**config.mk**
```make
export PLATFORM = sky130hd
export DESIGN_NAME = iupac_motif_occurrence_counter_flat
export DESIGN_NICKNAME = d
export VERILOG_FILES = /design/src/rtl/imoc_pkg.sv /design/src/rtl/imoc_stream_if.sv /design/src/rtl/iupac_motif_occurrence_counter.sv /design/src/flat_wrapper.sv
export VERILOG_INCLUDE_DIRS = /design/src /design/src/rtl
export SDC_FILE = /design/constraint.sdc
export NUM_CORES = 1
export LEC_CHECK = 0
export ABC_AREA = 1
export BUFFER_PORTS_ARGS = -buffer_cell sky130_fd_sc_hd__buf_2
export CAP_MARGIN = 20
export CORE_MARGIN = 2
export CORE_UTILIZATION = 50
export CTS_BUF_LIST = sky130_fd_sc_hd__clkbuf_8
export CTS_CLUSTER_SIZE = 25
export DETAILED_ROUTE_END_ITERATION = 16
export PLACE_DENSITY = 0.79
export REMOVE_ABC_BUFFERS = 1
export SETUP_SLACK_MARGIN = 0.05
export SYNTH_ARGS = -nofsm -noshare
export SYNTH_HDL_FRONTEND = slang
export SYNTH_SLANG_ARGS = --single-unit
```
**constraint.sdc**
```tcl
create_clock -name clock -period 7 [get_ports clock]
set_clock_uncertainty 0.2 [all_clocks]
set_input_delay 1.05 -clock clock [delete_from_list [all_inputs] [get_ports clock]]
set_output_delay 1.05 -clock clock [all_outputs]
set_load 0.03 [all_outputs]
```
**src/rtl/assert_macros.svh**
```systemverilog
// ----------------------------------------------------------------------------
// Assertion macros
// Shared concurrent assertion helpers for the RTL. They compile to nothing
// when SYNTHESIS is defined.
// ----------------------------------------------------------------------------
`ifndef ASSERT_MACROS_SVH
`define ASSERT_MACROS_SVH

`ifndef SYNTHESIS

// The consequent must hold in the same cycle as the antecedent.
`define ASSERT_IMPLIES(label, clk, rst, ante, cons) \
   label: assert property (@(posedge clk) disable iff (rst) (ante) |-> (cons)) \
      else $error("assertion failed: implication in the same cycle");

// The consequent must hold in the cycle after the antecedent.
`define ASSERT_NEXT(label, clk, rst, ante, cons) \
   label: assert property (@(posedge clk) disable iff (rst) (ante) |=> (cons)) \
      else $error("assertion failed: implication in the next cycle");

// The expression must hold at every clock edge outside reset.
`define ASSERT_ALWAYS(label, clk, rst, expr) \
   label: assert property (@(posedge clk) disable iff (rst) (expr)) \
      else $error("assertion failed: invariant");

`else

`define ASSERT_IMPLIES(label, clk, rst, ante, cons)
`define ASSERT_NEXT(label, clk, rst, ante, cons)
`define ASSERT_ALWAYS(label, clk, rst, expr)

`endif

`endif

```
**src/rtl/imoc_pkg.sv**
```systemverilog
// ----------------------------------------------------------------------------
// imoc_pkg
// Types, widths and codes shared by the IUPAC motif occurrence counter.
// ----------------------------------------------------------------------------
package imoc_pkg;

   localparam int DEFAULT_MAX_MOTIF = 16;

   localparam int BASE_W  = 3;
   localparam int COUNT_W = 16;
   localparam int LEN_W   = 5;
   localparam int MOTIF_W = 64;
   localparam int NIB_W   = 4;
   localparam int NIB_IDX_W = 4;
   localparam int CSR_AW  = 5;
   localparam int CSR_DW  = 64;

   typedef logic [BASE_W-1:0]  base_type;
   typedef logic [COUNT_W-1:0] count_type;
   typedef logic [LEN_W-1:0]   len_type;
   typedef logic [MOTIF_W-1:0] motif_type;
   typedef logic [NIB_W-1:0]   nibble_type;

   // Base codes on the input.
   localparam base_type BASE_A = 3'd0;
   localparam base_type BASE_C = 3'd1;
   localparam base_type BASE_G = 3'd2;
   localparam base_type BASE_T = 3'd3;

   // Register indexes; each register sits at byte address 8 * index.
   localparam logic [1:0] REG_MOTIF_LENGTH    = 2'd0;
   localparam logic [1:0] REG_FORWARD_MOTIF   = 2'd1;
   localparam logic [1:0] REG_REVERSE_MOTIF   = 2'd2;
   localparam logic [1:0] REG_MAX_OCCURRENCES = 2'd3;

   localparam len_type   RESET_MOTIF_LENGTH    = 5'd1;
   localparam count_type RESET_MAX_OCCURRENCES = 16'hFFFF;
   localparam count_type COUNT_MAX             = 16'hFFFF;

   // A base matches a position set only if it is one of A, C, G, T and its
   // bit is set; any other character never matches.
   function automatic logic base_in_set(base_type b, nibble_type set);
      logic hit;
      hit = 1'b0;
      case (b)
         BASE_A:  hit = set[0];
         BASE_C:  hit = set[1];
         BASE_G:  hit = set[2];
         BASE_T:  hit = set[3];
         default: hit = 1'b0;
      endcase
      return hit;
   endfunction

endpackage

```
**src/rtl/imoc_stream_if.sv**
```systemverilog
// ----------------------------------------------------------------------------
// imoc stream interfaces
// Valid/ready channels for incoming bases and outgoing occurrence counts.
// ----------------------------------------------------------------------------
interface imoc_req_if
   import imoc_pkg::*;
();
   logic     valid;
   logic     ready;
   base_type base;
   logic     last_base;

   modport source (output valid, output base, output last_base, input ready);
   modport sink   (input valid, input base, input last_base, output ready);
endinterface

interface imoc_rsp_if
   import imoc_pkg::*;
();
   logic      valid;
   logic      ready;
   count_type occurrence_count;

   modport source (output valid, output occurrence_count, input ready);
   modport sink   (input valid, input occurrence_count, output ready);
endinterface

```
**src/rtl/iupac_motif_occurrence_counter.sv**
```systemverilog
// ----------------------------------------------------------------------------
// iupac_motif_occurrence_counter
// Counts windows of a base stream that match a forward or reverse-complement
// IUPAC motif and reports the capped count at the end of each sequence.
// ----------------------------------------------------------------------------
// The block takes one base word per clock cycle without gaps: a word is
// registered on accept, and when it leaves the input register the base is
// shifted into the window, the whole window is compared against both motifs
// in parallel and the count is updated. A word marked as the end of a
// sequence has its count word written to the result register as it leaves the input register. Input stalls only when an
// end-of-sequence word finds the result register still full and not taken.
// Registers are written over the APB port and take effect on the next base.
// ----------------------------------------------------------------------------
`include "assert_macros.svh"

module iupac_motif_occurrence_counter
   import imoc_pkg::*;
#(
   parameter int MaxMotif = DEFAULT_MAX_MOTIF
) (
   input  logic              clock,
   input  logic              reset,
   imoc_req_if.sink          req_chan,
   imoc_rsp_if.source        rsp_chan,
   input  logic              psel,
   input  logic              penable,
   input  logic              pwrite,
   input  logic [CSR_AW-1:0] paddr,
   input  logic [CSR_DW-1:0] pwdata,
   output logic [CSR_DW-1:0] prdata,
   output logic              pready
);

   localparam int SEEN_W = $clog2(MaxMotif + 1);

   // Configuration registers.
   len_type   motif_len_ff;
   motif_type fwd_motif_ff;
   motif_type rev_motif_ff;
   count_type max_occ_ff;

   logic       csr_write;
   logic [1:0] csr_index;
   logic       csr_aligned;

   assign pready      = 1'b1;
   assign csr_index   = paddr[4:3];
   assign csr_aligned = (paddr[2:0] == 3'd0);
   assign csr_write   = psel && penable && pwrite && pready;

   always_ff @(posedge clock) begin
      if (reset) begin
         motif_len_ff <= RESET_MOTIF_LENGTH;
         fwd_motif_ff <= '0;
         rev_motif_ff <= '0;
         max_occ_ff   <= RESET_MAX_OCCURRENCES;
      end else if (csr_write) begin
         case (csr_index)
            REG_MOTIF_LENGTH:    motif_len_ff <= pwdata[LEN_W-1:0];
            REG_FORWARD_MOTIF:   fwd_motif_ff <= pwdata;
            REG_REVERSE_MOTIF:   rev_motif_ff <= pwdata;
            REG_MAX_OCCURRENCES: max_occ_ff   <= pwdata[COUNT_W-1:0];
            default: ;
         endcase
      end
   end

   always_comb begin
      prdata = '0;
      if (csr_aligned) begin
         case (csr_index)
            REG_MOTIF_LENGTH:    prdata = CSR_DW'(motif_len_ff);
            REG_FORWARD_MOTIF:   prdata = fwd_motif_ff;
            REG_REVERSE_MOTIF:   prdata = rev_motif_ff;
            REG_MAX_OCCURRENCES: prdata = CSR_DW'(max_occ_ff);
            default:             prdata = '0;
         endcase
      end
   end

   // Input register.
   logic     stg_valid_ff, stg_valid_in;
   base_type stg_base_ff;
   logic     stg_last_ff;
   logic     stg_go;
   logic     req_take;

   // Result register.
   logic      rsp_valid_ff, rsp_valid_in;
   count_type rsp_count_ff;

   // An end-of-sequence word may only move on when the result slot is free.
   assign stg_go   = stg_valid_ff && !(stg_last_ff && rsp_valid_ff && !rsp_chan.ready);
   assign req_chan.ready = !stg_valid_ff || stg_go;
   assign req_take = req_chan.valid && req_chan.ready;
   assign stg_valid_in = req_take || (stg_valid_ff && !stg_go);

   always_ff @(posedge clock) begin
      if (reset) begin
         stg_valid_ff <= 1'b0;
      end else begin
         stg_valid_ff <= stg_valid_in;
      end
   end

   always_ff @(posedge clock) begin
      if (req_take) begin
         stg_base_ff <= req_chan.base;
         stg_last_ff <= req_chan.last_base;
      end
   end

   // Base window, entry 0 newest.
   base_type win_ff [MaxMotif];
   base_type win_in [MaxMotif];

   logic [SEEN_W-1:0] seen_ff, seen_in, seen_step;
   count_type         match_ff, match_in, match_step;
   len_type           act_len;
   logic              win_full;
   logic [MaxMotif-1:0] fwd_hit, rev_hit;
   logic              win_match;
   count_type         capped;

   // Motif length 0 acts as 1 and anything above the window depth as the depth.
   always_comb begin
      act_len = motif_len_ff;
      if (motif_len_ff == '0) begin
         act_len = LEN_W'(1);
      end else if (motif_len_ff > LEN_W'(MaxMotif)) begin
         act_len = LEN_W'(MaxMotif);
      end
   end

   always_comb begin
      win_in[0] = stg_base_ff;
      for (int j = 1; j < MaxMotif; j++) begin
         win_in[j] = win_ff[j-1];
      end
   end

   // Window entry j is compared against motif position act_len - 1 - j.
   always_comb begin
      for (int j = 0; j < MaxMotif; j++) begin
         logic [NIB_IDX_W-1:0] pos;
         logic                 used;
         pos  = NIB_IDX_W'(act_len - LEN_W'(j) - LEN_W'(1));
         used = (LEN_W'(j) < act_len);
         fwd_hit[j] = !used || base_in_set(win_in[j], fwd_motif_ff[{pos, 2'b00} +: NIB_W]);
         rev_hit[j] = !used || base_in_set(win_in[j], rev_motif_ff[{pos, 2'b00} +: NIB_W]);
      end
   end

   assign seen_step = (seen_ff < SEEN_W'(MaxMotif)) ? seen_ff + SEEN_W'(1) : seen_ff;
   assign win_full  = (LEN_W'(seen_step) >= act_len);
   assign win_match = win_full && ((&fwd_hit) || (&rev_hit));
   assign match_step = (win_match && (match_ff != COUNT_MAX)) ? match_ff + COUNT_W'(1)
                                                              : match_ff;
   assign capped = (match_step < max_occ_ff) ? match_step : max_occ_ff;

   always_comb begin
      seen_in  = seen_ff;
      match_in = match_ff;
      if (stg_go) begin
         seen_in  = stg_last_ff ? '0 : seen_step;
         match_in = stg_last_ff ? '0 : match_step;
      end
   end

   always_ff @(posedge clock) begin
      if (reset) begin
         seen_ff  <= '0;
         match_ff <= '0;
      end else begin
         seen_ff  <= seen_in;
         match_ff <= match_in;
      end
   end

   always_ff @(posedge clock) begin
      if (stg_go) begin
         for (int j = 0; j < MaxMotif; j++) begin
            win_ff[j] <= win_in[j];
         end
      end
   end

   always_comb begin
      rsp_valid_in = rsp_valid_ff && !rsp_chan.ready;
      if (stg_go && stg_last_ff) begin
         rsp_valid_in = 1'b1;
      end
   end

   always_ff @(posedge clock) begin
      if (reset) begin
         rsp_valid_ff <= 1'b0;
      end else begin
         rsp_valid_ff <= rsp_valid_in;
      end
   end

   always_ff @(posedge clock) begin
      if (stg_go && stg_last_ff) begin
         rsp_count_ff <= capped;
      end
   end

   assign rsp_chan.valid            = rsp_valid_ff;
   assign rsp_chan.occurrence_count = rsp_count_ff;

   `ASSERT_ALWAYS(a_seen_bounded, clock, reset, seen_ff <= SEEN_W'(MaxMotif))
   `ASSERT_IMPLIES(a_count_capped, clock, reset, rsp_valid_ff, rsp_count_ff <= max_occ_ff)
   `ASSERT_NEXT(a_seq_clear, clock, reset, stg_go && stg_last_ff,
                seen_ff == '0 && match_ff == '0 && rsp_valid_ff)
   `ASSERT_NEXT(a_stage_hold, clock, reset, stg_valid_ff && !stg_go,
                stg_valid_ff && $stable(stg_base_ff) && $stable(stg_last_ff))
   `ASSERT_IMPLIES(a_go_needs_slot, clock, reset, stg_go && stg_last_ff,
                   !rsp_valid_ff || rsp_chan.ready)

endmodule
```
**src/flat_wrapper.sv**
```systemverilog
// flat-port wrapper written by rule: the top's interface ports become plain ports
module iupac_motif_occurrence_counter_flat import imoc_pkg::*;
#(
   parameter int MaxMotif = DEFAULT_MAX_MOTIF
)
  (clock, reset, psel, penable, pwrite, paddr, pwdata, prdata, pready, req_chan_valid, req_chan_base, req_chan_last_base, req_chan_ready, rsp_chan_valid, rsp_chan_occurrence_count, rsp_chan_ready);
  imoc_req_if req_chan_i ();
  imoc_rsp_if rsp_chan_i ();
  input  logic clock;
  input  logic reset;
  input  logic psel;
  input  logic penable;
  input  logic pwrite;
  input  logic [CSR_AW-1:0] paddr;
  input  logic [CSR_DW-1:0] pwdata;
  output logic [CSR_DW-1:0] prdata;
  output logic pready;
  input wire logic [$bits(req_chan_i.valid)-1:0] req_chan_valid;
  input wire logic [$bits(req_chan_i.base)-1:0] req_chan_base;
  input wire logic [$bits(req_chan_i.last_base)-1:0] req_chan_last_base;
  output wire logic [$bits(req_chan_i.ready)-1:0] req_chan_ready;
  output wire logic [$bits(rsp_chan_i.valid)-1:0] rsp_chan_valid;
  output wire logic [$bits(rsp_chan_i.occurrence_count)-1:0] rsp_chan_occurrence_count;
  input wire logic [$bits(rsp_chan_i.ready)-1:0] rsp_chan_ready;
  assign req_chan_i.valid = req_chan_valid;
  assign req_chan_i.base = req_chan_base;
  assign req_chan_i.last_base = req_chan_last_base;
  assign req_chan_ready = req_chan_i.ready;
  assign rsp_chan_valid = rsp_chan_i.valid;
  assign rsp_chan_occurrence_count = rsp_chan_i.occurrence_count;
  assign rsp_chan_i.ready = rsp_chan_ready;
  iupac_motif_occurrence_counter #(.MaxMotif(MaxMotif)) u_core (.clock(clock), .reset(reset), .req_chan(req_chan_i), .rsp_chan(rsp_chan_i), .psel(psel), .penable(penable), .pwrite(pwrite), .paddr(paddr), .pwdata(pwdata), .prdata(prdata), .pready(pready));
endmodule
```
**Yosys cells after proc, flatten, opt, wreduce, memory -nomap -nowiden**

Memories as Yosys holds them, arrays and structs flattened.
Cells that the tools add are included.

- Add/sub/neg operators: 32
- $mul: 0
- Div/mod/pow operators: 0
- Magnitude comparators: 20
- Eq/ne operators: 52
- Shift operators: 32
- Mux-type cells: 44
- Bitwise logic cells: 0
- Reduce and logical (&&, ||, !) cells: 91

Operators by type and width:

| kind | number |
|---|---|
| $shiftx 64x7->4 | 32 |
| $pmux 64 s4 | 1 |
| $pmux 1 s4 | 32 |
| $eq 3x2->1 const B | 32 |
| $mux 64 | 1 |
| $sub 4x1->4 const B | 16 |
| $logic_not 3->1 | 17 |
| $eq 3x1->1 const B | 16 |
| $mux 16 | 3 |
| $lt 4x5->1 const A | 8 |
| $logic_or 1x1->1 | 35 |
| $reduce_and 16->1 | 2 |
| $sub 4x4->4 const B | 8 |
| $logic_not 1->1 | 20 |
| $lt 3x5->1 const A | 4 |
| $mux 5 | 4 |
| $add 16x1->16 const B | 1 |
| $lt 16x16->1 | 1 |
| $ne 16x16->1 const B | 1 |
| $sub 4x3->4 const B | 4 |
| $logic_and 1x1->1 | 11 |
| $lt 1x5->1 const A | 2 |
| $lt 2x5->1 const A | 2 |
| $reduce_and 2->1 | 4 |
| other kinds (10) | 14 |

- Bits in registers: 192
- Bits in latches: 0
- Bits in writable memories: 48
- Memory bits (read-only): 0
- Output and inout port bits: 83
- Memories: 1

Memories:

| memory | depth | bits a word | read ports | clocked after memory_dff | wr ports | line | source |
|---|---|---|---|---|---|---|---|
| u_core.win_ff | 16 | 3 | 15 | 0 | 16 | iupac_motif_occurrence_counter.sv:114 | `base_type win_ff [MaxMotif];` |

**Depth between registers and ports, before layout**

Gate-level depths: netlist of run 1.

- Depth after elaboration: 15
- Mapped depth: 39

**Worst setup path after synthesis of run 1**

OpenSTA, ideal clock, no wires.

- Kind: reg2reg
- Start: register u_core.motif_len_ff[1]
- End: register u_core.rsp_count_ff[5] (netlist: u_core.rsp_chan.occurrence_count[5]), data pin
- Library setup time: 0.131 ns
- Arrival: 4.814 ns
- Path slack: 1.854 ns
- Stages on the path, launching flop included: 36
- Path buffers: 6
- Period minus slack after synthesis: 5.146 ns
- Path through: dfxtp_1 nor2_4 nand2_2 nand2_2 buf_4 buf_2 ha_1 clkbuf_1 buf_1 nand3_1 nand3_1 nand3_1 nand3_1 nand2_1 nor2_1 nand2_1 nand2_1 inv_2 nand2_1 nor2_1 nand2_1 nand2_1 nand2_2 inv_1 nand3_1 xor2_1 inv_1 ha_1 a21oi_1 nor2_1 a211oi_1 o221a_2 buf_1 clkbuf_1 nand3_1 nand2_1

- Cells in the longest elaborated chain, start to end: 15
- Elaborated cells between the ends (all ways): 171
- Classes of those cells: add/sub (30); order compare (19); shift (32); mux (36); reduce/logical (54)

RTL lines:

| element | line | source |
|---|---|---|
| start, declared | iupac_motif_occurrence_counter.sv:37 | `len_type motif_len_ff;` |
| start signal, assigned | iupac_motif_occurrence_counter.sv:59 | `REG_MOTIF_LENGTH: motif_len_ff <= pwdata[LEN_W-1:0];` |
| $gt 5x5->1 | iupac_motif_occurrence_counter.sv:130 | `end else if (motif_len_ff > LEN_W'(MaxMotif)) begin` |
| $mux 5 | iupac_motif_occurrence_counter.sv:130 |  |
| $mux 5 * | iupac_motif_occurrence_counter.sv:128 | `if (motif_len_ff == '0) begin` |
| $sub 4x1->4 (tied with other cells) | iupac_motif_occurrence_counter.sv:147 | `pos = NIB_IDX_W'(act_len - LEN_W'(j) - LEN_W'(1));` |
| $sub 4x1->4 | iupac_motif_occurrence_counter.sv:147 |  |
| $shiftx 64x7->4 (on tied branches) | iupac_motif_occurrence_counter.sv:149, iupac_motif_occurrence_counter.sv:150 |  |
| $pmux 1 s4 | imoc_pkg.sv:45 | `case (b)` |
| $logic_or 1x1->1 (on tied branches) | iupac_motif_occurrence_counter.sv:149, iupac_motif_occurrence_counter.sv:150 |  |
| $reduce_and 16->1 | iupac_motif_occurrence_counter.sv:156 | `assign win_match = win_full && ((&fwd_hit) \|\| (&rev_hit));` |
| $logic_or 1x1->1 | iupac_motif_occurrence_counter.sv:156 |  |
| $logic_and 1x1->1 * | iupac_motif_occurrence_counter.sv:156 |  |
| $logic_and 1x1->1 * | iupac_motif_occurrence_counter.sv:157 | `assign match_step = (win_match && (match_ff != COUNT_MAX)) ? match_ff + COUNT_W'(1)` |
| $mux 16 * | iupac_motif_occurrence_counter.sv:157 |  |
| $lt 16x16->1 | iupac_motif_occurrence_counter.sv:159 | `assign capped = (match_step < max_occ_ff) ? match_step : max_occ_ff;` |
| $mux 16 * | iupac_motif_occurrence_counter.sv:159 |  |
| via u_core.capped[5] | iupac_motif_occurrence_counter.sv:123 | `count_type capped;` |
| end signal, assigned | iupac_motif_occurrence_counter.sv:205 | `rsp_count_ff <= capped;` |
| end, declared | iupac_motif_occurrence_counter.sv:90 | `count_type rsp_count_ff;` |

The timed path passes the listed nets; every way through them passes the cells marked *.
A chain may end at the register's enable or synchronous reset.

**Worst setup path in the final report of run 1**

- Start: register u_core.motif_len_ff[4]
- End: register u_core.rsp_count_ff[2] (netlist: u_core.rsp_chan.occurrence_count[2]), data pin

The elaborated chain is that of the path after synthesis.

==> results of run 1 <==
==> cell usage after synthesis, drive strengths merged (10+ instances only) <==
cell type / instances
nand4: 13
nand3: 983
o21ai: 144
a21oi: 137
inv: 191
buf: 86
edfxtp: 65
nor2: 217
dfxtp: 172
o211ai: 17
nand2: 693
ha: 23
xor2: 13
o221ai: 10
clkbuf: 103
nor3: 68
==> path summary, 6_finish.rpt <==
path / startpoint / endpoint / cells after the start
max: u_core.motif_len_ff[4] / u_core.rsp_chan.occurrence_count[2] / 31
min: u_core.rev_motif_ff[62] / u_core.rev_motif_ff[62] / 2
max reg2reg: u_core.motif_len_ff[4] / u_core.rsp_chan.occurrence_count[2] / 31
min reg2reg: u_core.rev_motif_ff[62] / u_core.rev_motif_ff[62] / 2
==> registers in the layout, indices dropped and copies added (netlist names) <==
signal / count
u_core.max_occ_ff: 16
u_core.stg_base_ff: 3
u_core.rsp_chan.occurrence_count: 16
u_core.stg_last_ff: 1
u_core.stg_valid_ff: 1
u_core.motif_len_ff: 5
u_core.rsp_chan.valid: 1
u_core.match_ff: 16
u_core.rev_motif_ff: 64
u_core.win_ff: 45
u_core.fwd_motif_ff: 64
u_core.seen_ff: 5
==> cell type report <==
| class | count | area share (%) |
|---|---|---|
| repair buffers | 195 | 5.58 |
| clock buffers | 49 | 3.40 |
| clock inverters | 26 | 0.991 |
| flip-flops and latches | 237 | 27.2 |
| multi-input cells | 2343 | 56.2 |
| well taps | 461 | 2.91 |
| inverters | 192 | 3.65 |
| diodes | 2 | 0.0253 |
==> logic make-up (layout without fill, tap and decap cells) <==
group	count (synthesis)	in the layout
simple gates	1978	1978
buf+inv	381	462
xor+xnor	19	19
flops	237	237
other cells	1	3
fa+ha+maj	23	23
compound gates	322	322
==> power groups by stage <==
| stage | registers (mW) | logic (mW) | clock network (mW) |
|---|---|---|---|
| global route | 1.49 | 0.587 | 1.46 |
| detailed placement | 1.51 | 0.526 | 0 |
| CTS | 1.48 | 0.528 | 1.40 |
| finish | 1.49 | 0.554 | 1.40 |
| floorplan | 1.50 | 0.312 | 0 |
| global placement | 1.51 | 0.522 | 0 |
==> layer usage <==
metal / GRT usage, % / up-vias
met2: 66.8 / 1865
li1: - / 10200
met3: 15.6 / 312
met1: 59.6 / 10700
met5: 0 / -
met4: 22.9 / 2
==> worst max-delay path: cells and delay by family, from the launching register on <==
family	cells	cell delay [ps]
AO/OA/AOI/OAI	3	820
XOR/XNOR	1	160
adder cells (fa/ha/maj)	1	320
buffers and inverters	5	1050
flip-flops	1	710
AND/OR/NAND/NOR	21	3000
==> impl_metrics.toml, run 1 <==
[power_and_ir_drop]
comb_power_share_pct = 16.1
power_mw = 3.44
powerDensity_nw_per_um2 = 174
p_leak_nw = 8.80
sw_frac_of_total_pct = 32.2
peakVddDrop_mv = 0.205
pwr-share-clk_pct = 40.7
seqPwrFrac_pct = 43.2
power.internal_mw = 2.34
p_switching_mw = 1.11

[setup_path]
slowest_delay_ps = 710
critPathSlowestCell = "dfxtp_1"
crit_arrival_ps = 6800
start_kind = "flop"
required_ps = 7200
crit_type = "flop to flop"
r2r_slack_ps = 400
cpMostUsedCell = "nand2_1"
crit_fanout = 73
end_kind = "flop"

[finish]
layout_commonest_cell = "nand3_1"
n_fill_cell = 3489
num-nets-final = 3114
final_area_um2 = 19800
regArea_um2 = 5400
stdcell_count = 3505
drive_above_1_share_pct = 10.3
multi_input_area_um2 = 11100
area_delta_synth_final_pct = 9.91
layout_common_cells = "nand3_1 (983), nand2_1 (682), nor2_1 (209), inv_1 (174), dfxtp_1 (172)"
final_util_pct = 55.7

[clocking]
clock_sinks = 237
post-cts-setup-buffers = 0
cts_buffers = 42
htreeDepth = 2
cts_root_buffer = "clkbuf_8"
cts_tree = "built"
postCtsHoldBufs = 0
cts_buffer_depth = 3
clkTransAtPathRegs_ps = 60
clkLatencyLatePin_ps = 640
cts_resized = 0

[job]
drv_cap = 0

[die]
die_h_um = 194
die_area_um2 = 37600
top_level_ports = 163
fp.coreArea_um2 = 35600
rows = 69
die_w_um = 194
start_util_pct = 50.7

[timing]
rsz0062_at_grt = "false"
clock.fmax_mhz = 152
min_period_over_period_pct = 94.3
timing_hold_violations_final = 0
hold-worst-slack_ps = 294
period_minus_slack_ps = 6600
finalSetupViolations = 0
worstMarginPinSlew_ps = 1080
max-slew-margin-rel_pct = 27.9
drv_slew = 0
setup-tns-final_ps = 0
fin_ws_ps = 400

[logic_synthesis]
async_flop_share_pct = 0
synth_xor_area_share_pct = 1.01
synth_cells = 2961
synth-seq-cells = 237
synth_edf_count = 65
synth-seq-area-share_pct = 29.9
ys.flop_type = "dfxtp_1"
yosysTopAreaCell = "nand3_1"
synth_simple_gate_area_share_pct = 49.2
yosys.area.top_type_share_pct = 27.3
netlist_area_um2 = 18000
yosysWarningCount = 0
synth_top_family_by_area = "simple AND/OR/NAND/NOR gates"
synth_mux_area_share_pct = 0
synth_area_leaders = "nand3_1 (27%), dfxtp_1 (19%), nand2_1 (14%), edfxtp_1 (11%), nor2_1 (4.5%)"
yosysUniqueCellTypes = 42
synth.avg_cell_area_um2 = 6.09
synth_compound_area_share_pct = 9.73
synthAdderAreaFrac_pct = 1.60

[worst_hold_path]
hold_class = "flop to flop"

[grt]
overflow = 0
grt_pass1_vias = 20500
grt_pass1_wl_mm = 129
grtUsageTotal_pct = 45.6
antenna_found_initial = 4
grt_max_degree = 133

[placement]
gp_congestion = 1.13
placed_area_um2 = 18900
dpl.cell_count = 3428
dp_slack_ps = 775
port_buffers = 161
dp_hpwl_mm = 68.1

[routing]
drt-total-wl_mm = 88.5
vias = 23100
highest_layer = "met5"
first_pass_iters = 10
ant_nets = 0
wl_met1_mm = 32.9
drt-vias-per-instance = 6.58
met2_wirelength_mm = 36.8
dr_wl_met3_mm = 13.6
drt_iter0_drc = 4133
drc = 0
wl_per_cell_um = 25.2

[outcome]
status = "finished, final reports clean"
Note: power is estimated with default switching activity, not from simulation.
==> run 2, diff against run 1 <==
--- a/config.mk
+++ b/config.mk
@@ -7,7 +7,7 @@
 export NUM_CORES = 1
 export LEC_CHECK = 0
 export ABC_AREA = 1
-export BUFFER_PORTS_ARGS = -buffer_cell sky130_fd_sc_hd__buf_2
+export BUFFER_PORTS_ARGS = -buffer_cell sky130_fd_sc_hd__buf_4
 export CAP_MARGIN = 20
 export CORE_MARGIN = 2
 export CORE_UTILIZATION = 50
==> impl_metrics.toml, run 2 (synthesis results as in run 1) <==
[grt]
overflow = 0
grt_pass1_wl_mm = 129
grtUsageTotal_pct = 45.0
grt_max_degree = 134
antenna_found_initial = 0
grt_pass1_vias = 20600

[die]
rows = 69
start_util_pct = 50.7
top_level_ports = 163
die_h_um = 194
fp.coreArea_um2 = 35600
die_w_um = 194
die_area_um2 = 37600

[setup_path]
critPathSlowestCell = "inv_2"
crit_type = "flop to flop"
cpMostUsedCell = "nand2_1"
start_kind = "flop"
slowest_delay_ps = 570
required_ps = 7190
end_kind = "flop"
crit_arrival_ps = 6700
crit_fanout = 33

[finish]
reg_top3 = "u_core.fwd_motif_ff: 64 flops, u_core.rev_motif_ff: 64 flops, u_core.win_ff: 45 flops"
area_delta_synth_final_pct = 11.9
layout_common_cells = "nand3_1 (983), nand2_1 (682), nor2_1 (210), buf_4 (184), inv_1 (182)"
final_area_um2 = 20200
drive_above_1_share_pct = 10.0
num-nets-final = 3112
final_util_pct = 56.7
insertedDiodeCount = 0
layout_commonest_cell = "nand3_1"
n_fill_cell = 3534

[clocking]
htreeDepth = 2
cts_root_buffer = "clkbuf_8"
cts_buffer_depth = 3
clock_sinks = 237
clkTransAtPathRegs_ps = 60
cts_tree = "built"
clkLatencyLatePin_ps = 660
post-cts-setup-buffers = 0
cts_buffers = 43

[routing]
first_pass_iters = 9
drc = 0
wl_per_cell_um = 25.1
vias = 22800
drt-vias-per-instance = 6.51
drt_iter0_drc = 3844
drt-total-wl_mm = 87.9
ant_nets = 0

[timing]
drv_slew = 0
max-slew-margin-rel_pct = 17.9
worstMarginPinSlew_ps = 1220
period_minus_slack_ps = 6510
finalSetupViolations = 0
clock.fmax_mhz = 154
rsz0062_at_grt = "false"
timing_hold_violations_final = 0
min_period_over_period_pct = 92.9

[placement]
placed_area_um2 = 19300
gp_congestion = 1.20
dp_hpwl_mm = 67.2
port_buffers = 161

[power_and_ir_drop]
p_leak_nw = 8.87
peakVddDrop_mv = 0.182
powerDensity_nw_per_um2 = 168

[worst_hold_path]
hold_class = "flop to flop"

[outcome]
status = "finished, final reports clean"

[job]
drv_cap = 0
## run 2: final cells by class
cell class                      instances  area (um^2)  share of cell area, %
Timing Repair Buffer                  192         1520                   7.51
Clock buffer                           47          647                   3.21
Multi-Input combinational cell       2343        11100                   55.2
Clock inverter                         32          175                  0.869
Tap cell                              461          577                   2.86
Inverter                              192          723                   3.59
Sequential cell                       237         5400                   26.8
## run 2: metrics by stage
stage	worst slack (ps)	std cells	total power, mW	TNS, ps	hold slack [ps]
3_5_place_dp	685	3423	2.05	0	281
5_1_grt	105	3504	3.47	0	306
4_1_cts	660	3502	3.35	0	290
3_3_place_gp	843	3423	2.04	0	274
6_report	495	3504	3.38	0	290
2_1_floorplan	-1810	2772	1.81	-37910	253
## run 2: repair_timing
action	in CTS	in global routing
gates resized for setup	0	1
hold buffers	0	0
hold endpoints to repair	0	0
setup endpoints to repair	0	16
## run 2: worst paths after layout
kind / from / to / slack (ps) / depth (start not counted)
worst min-delay path: u_core.rev_motif_ff[60] / u_core.rev_motif_ff[60] / 290 / 2
worst min register to register: u_core.rev_motif_ff[60] / u_core.rev_motif_ff[60] / 290 / 2
worst max register to register: u_core.motif_len_ff[2] / u_core.rsp_chan.occurrence_count[5] / 490 / 31
worst max-delay path: u_core.motif_len_ff[2] / u_core.rsp_chan.occurrence_count[5] / 490 / 31
## run 2: critical path, delay by kind of cell, from the launching register on
family | cells | cell delay (ps)
buf+inv | 4 | 1050
xor+xnor | 1 | 170
simple gates | 22 | 3390
flops | 1 | 450
fa+ha+maj | 1 | 200
compound gates | 3 | 820
## run 2: power by group
part / leakage [nW] / internal (mW) / switching, mW
Clock: 0.493 / 0.662 / 0.671
Combinational: 6.36 / 0.158 / 0.401
Sequential: 2.02 / 1.44 / 0.0463
Total: 8.87 / 2.26 / 1.12
## run 2: layer usage
metal | track usage, % | routed length (um)
met1 | 59.5 | 33400
met2 | 65.8 | 36800
met3 | 14.5 | 12700
met4 | 22.8 | 5020
met5 | 0 | 0
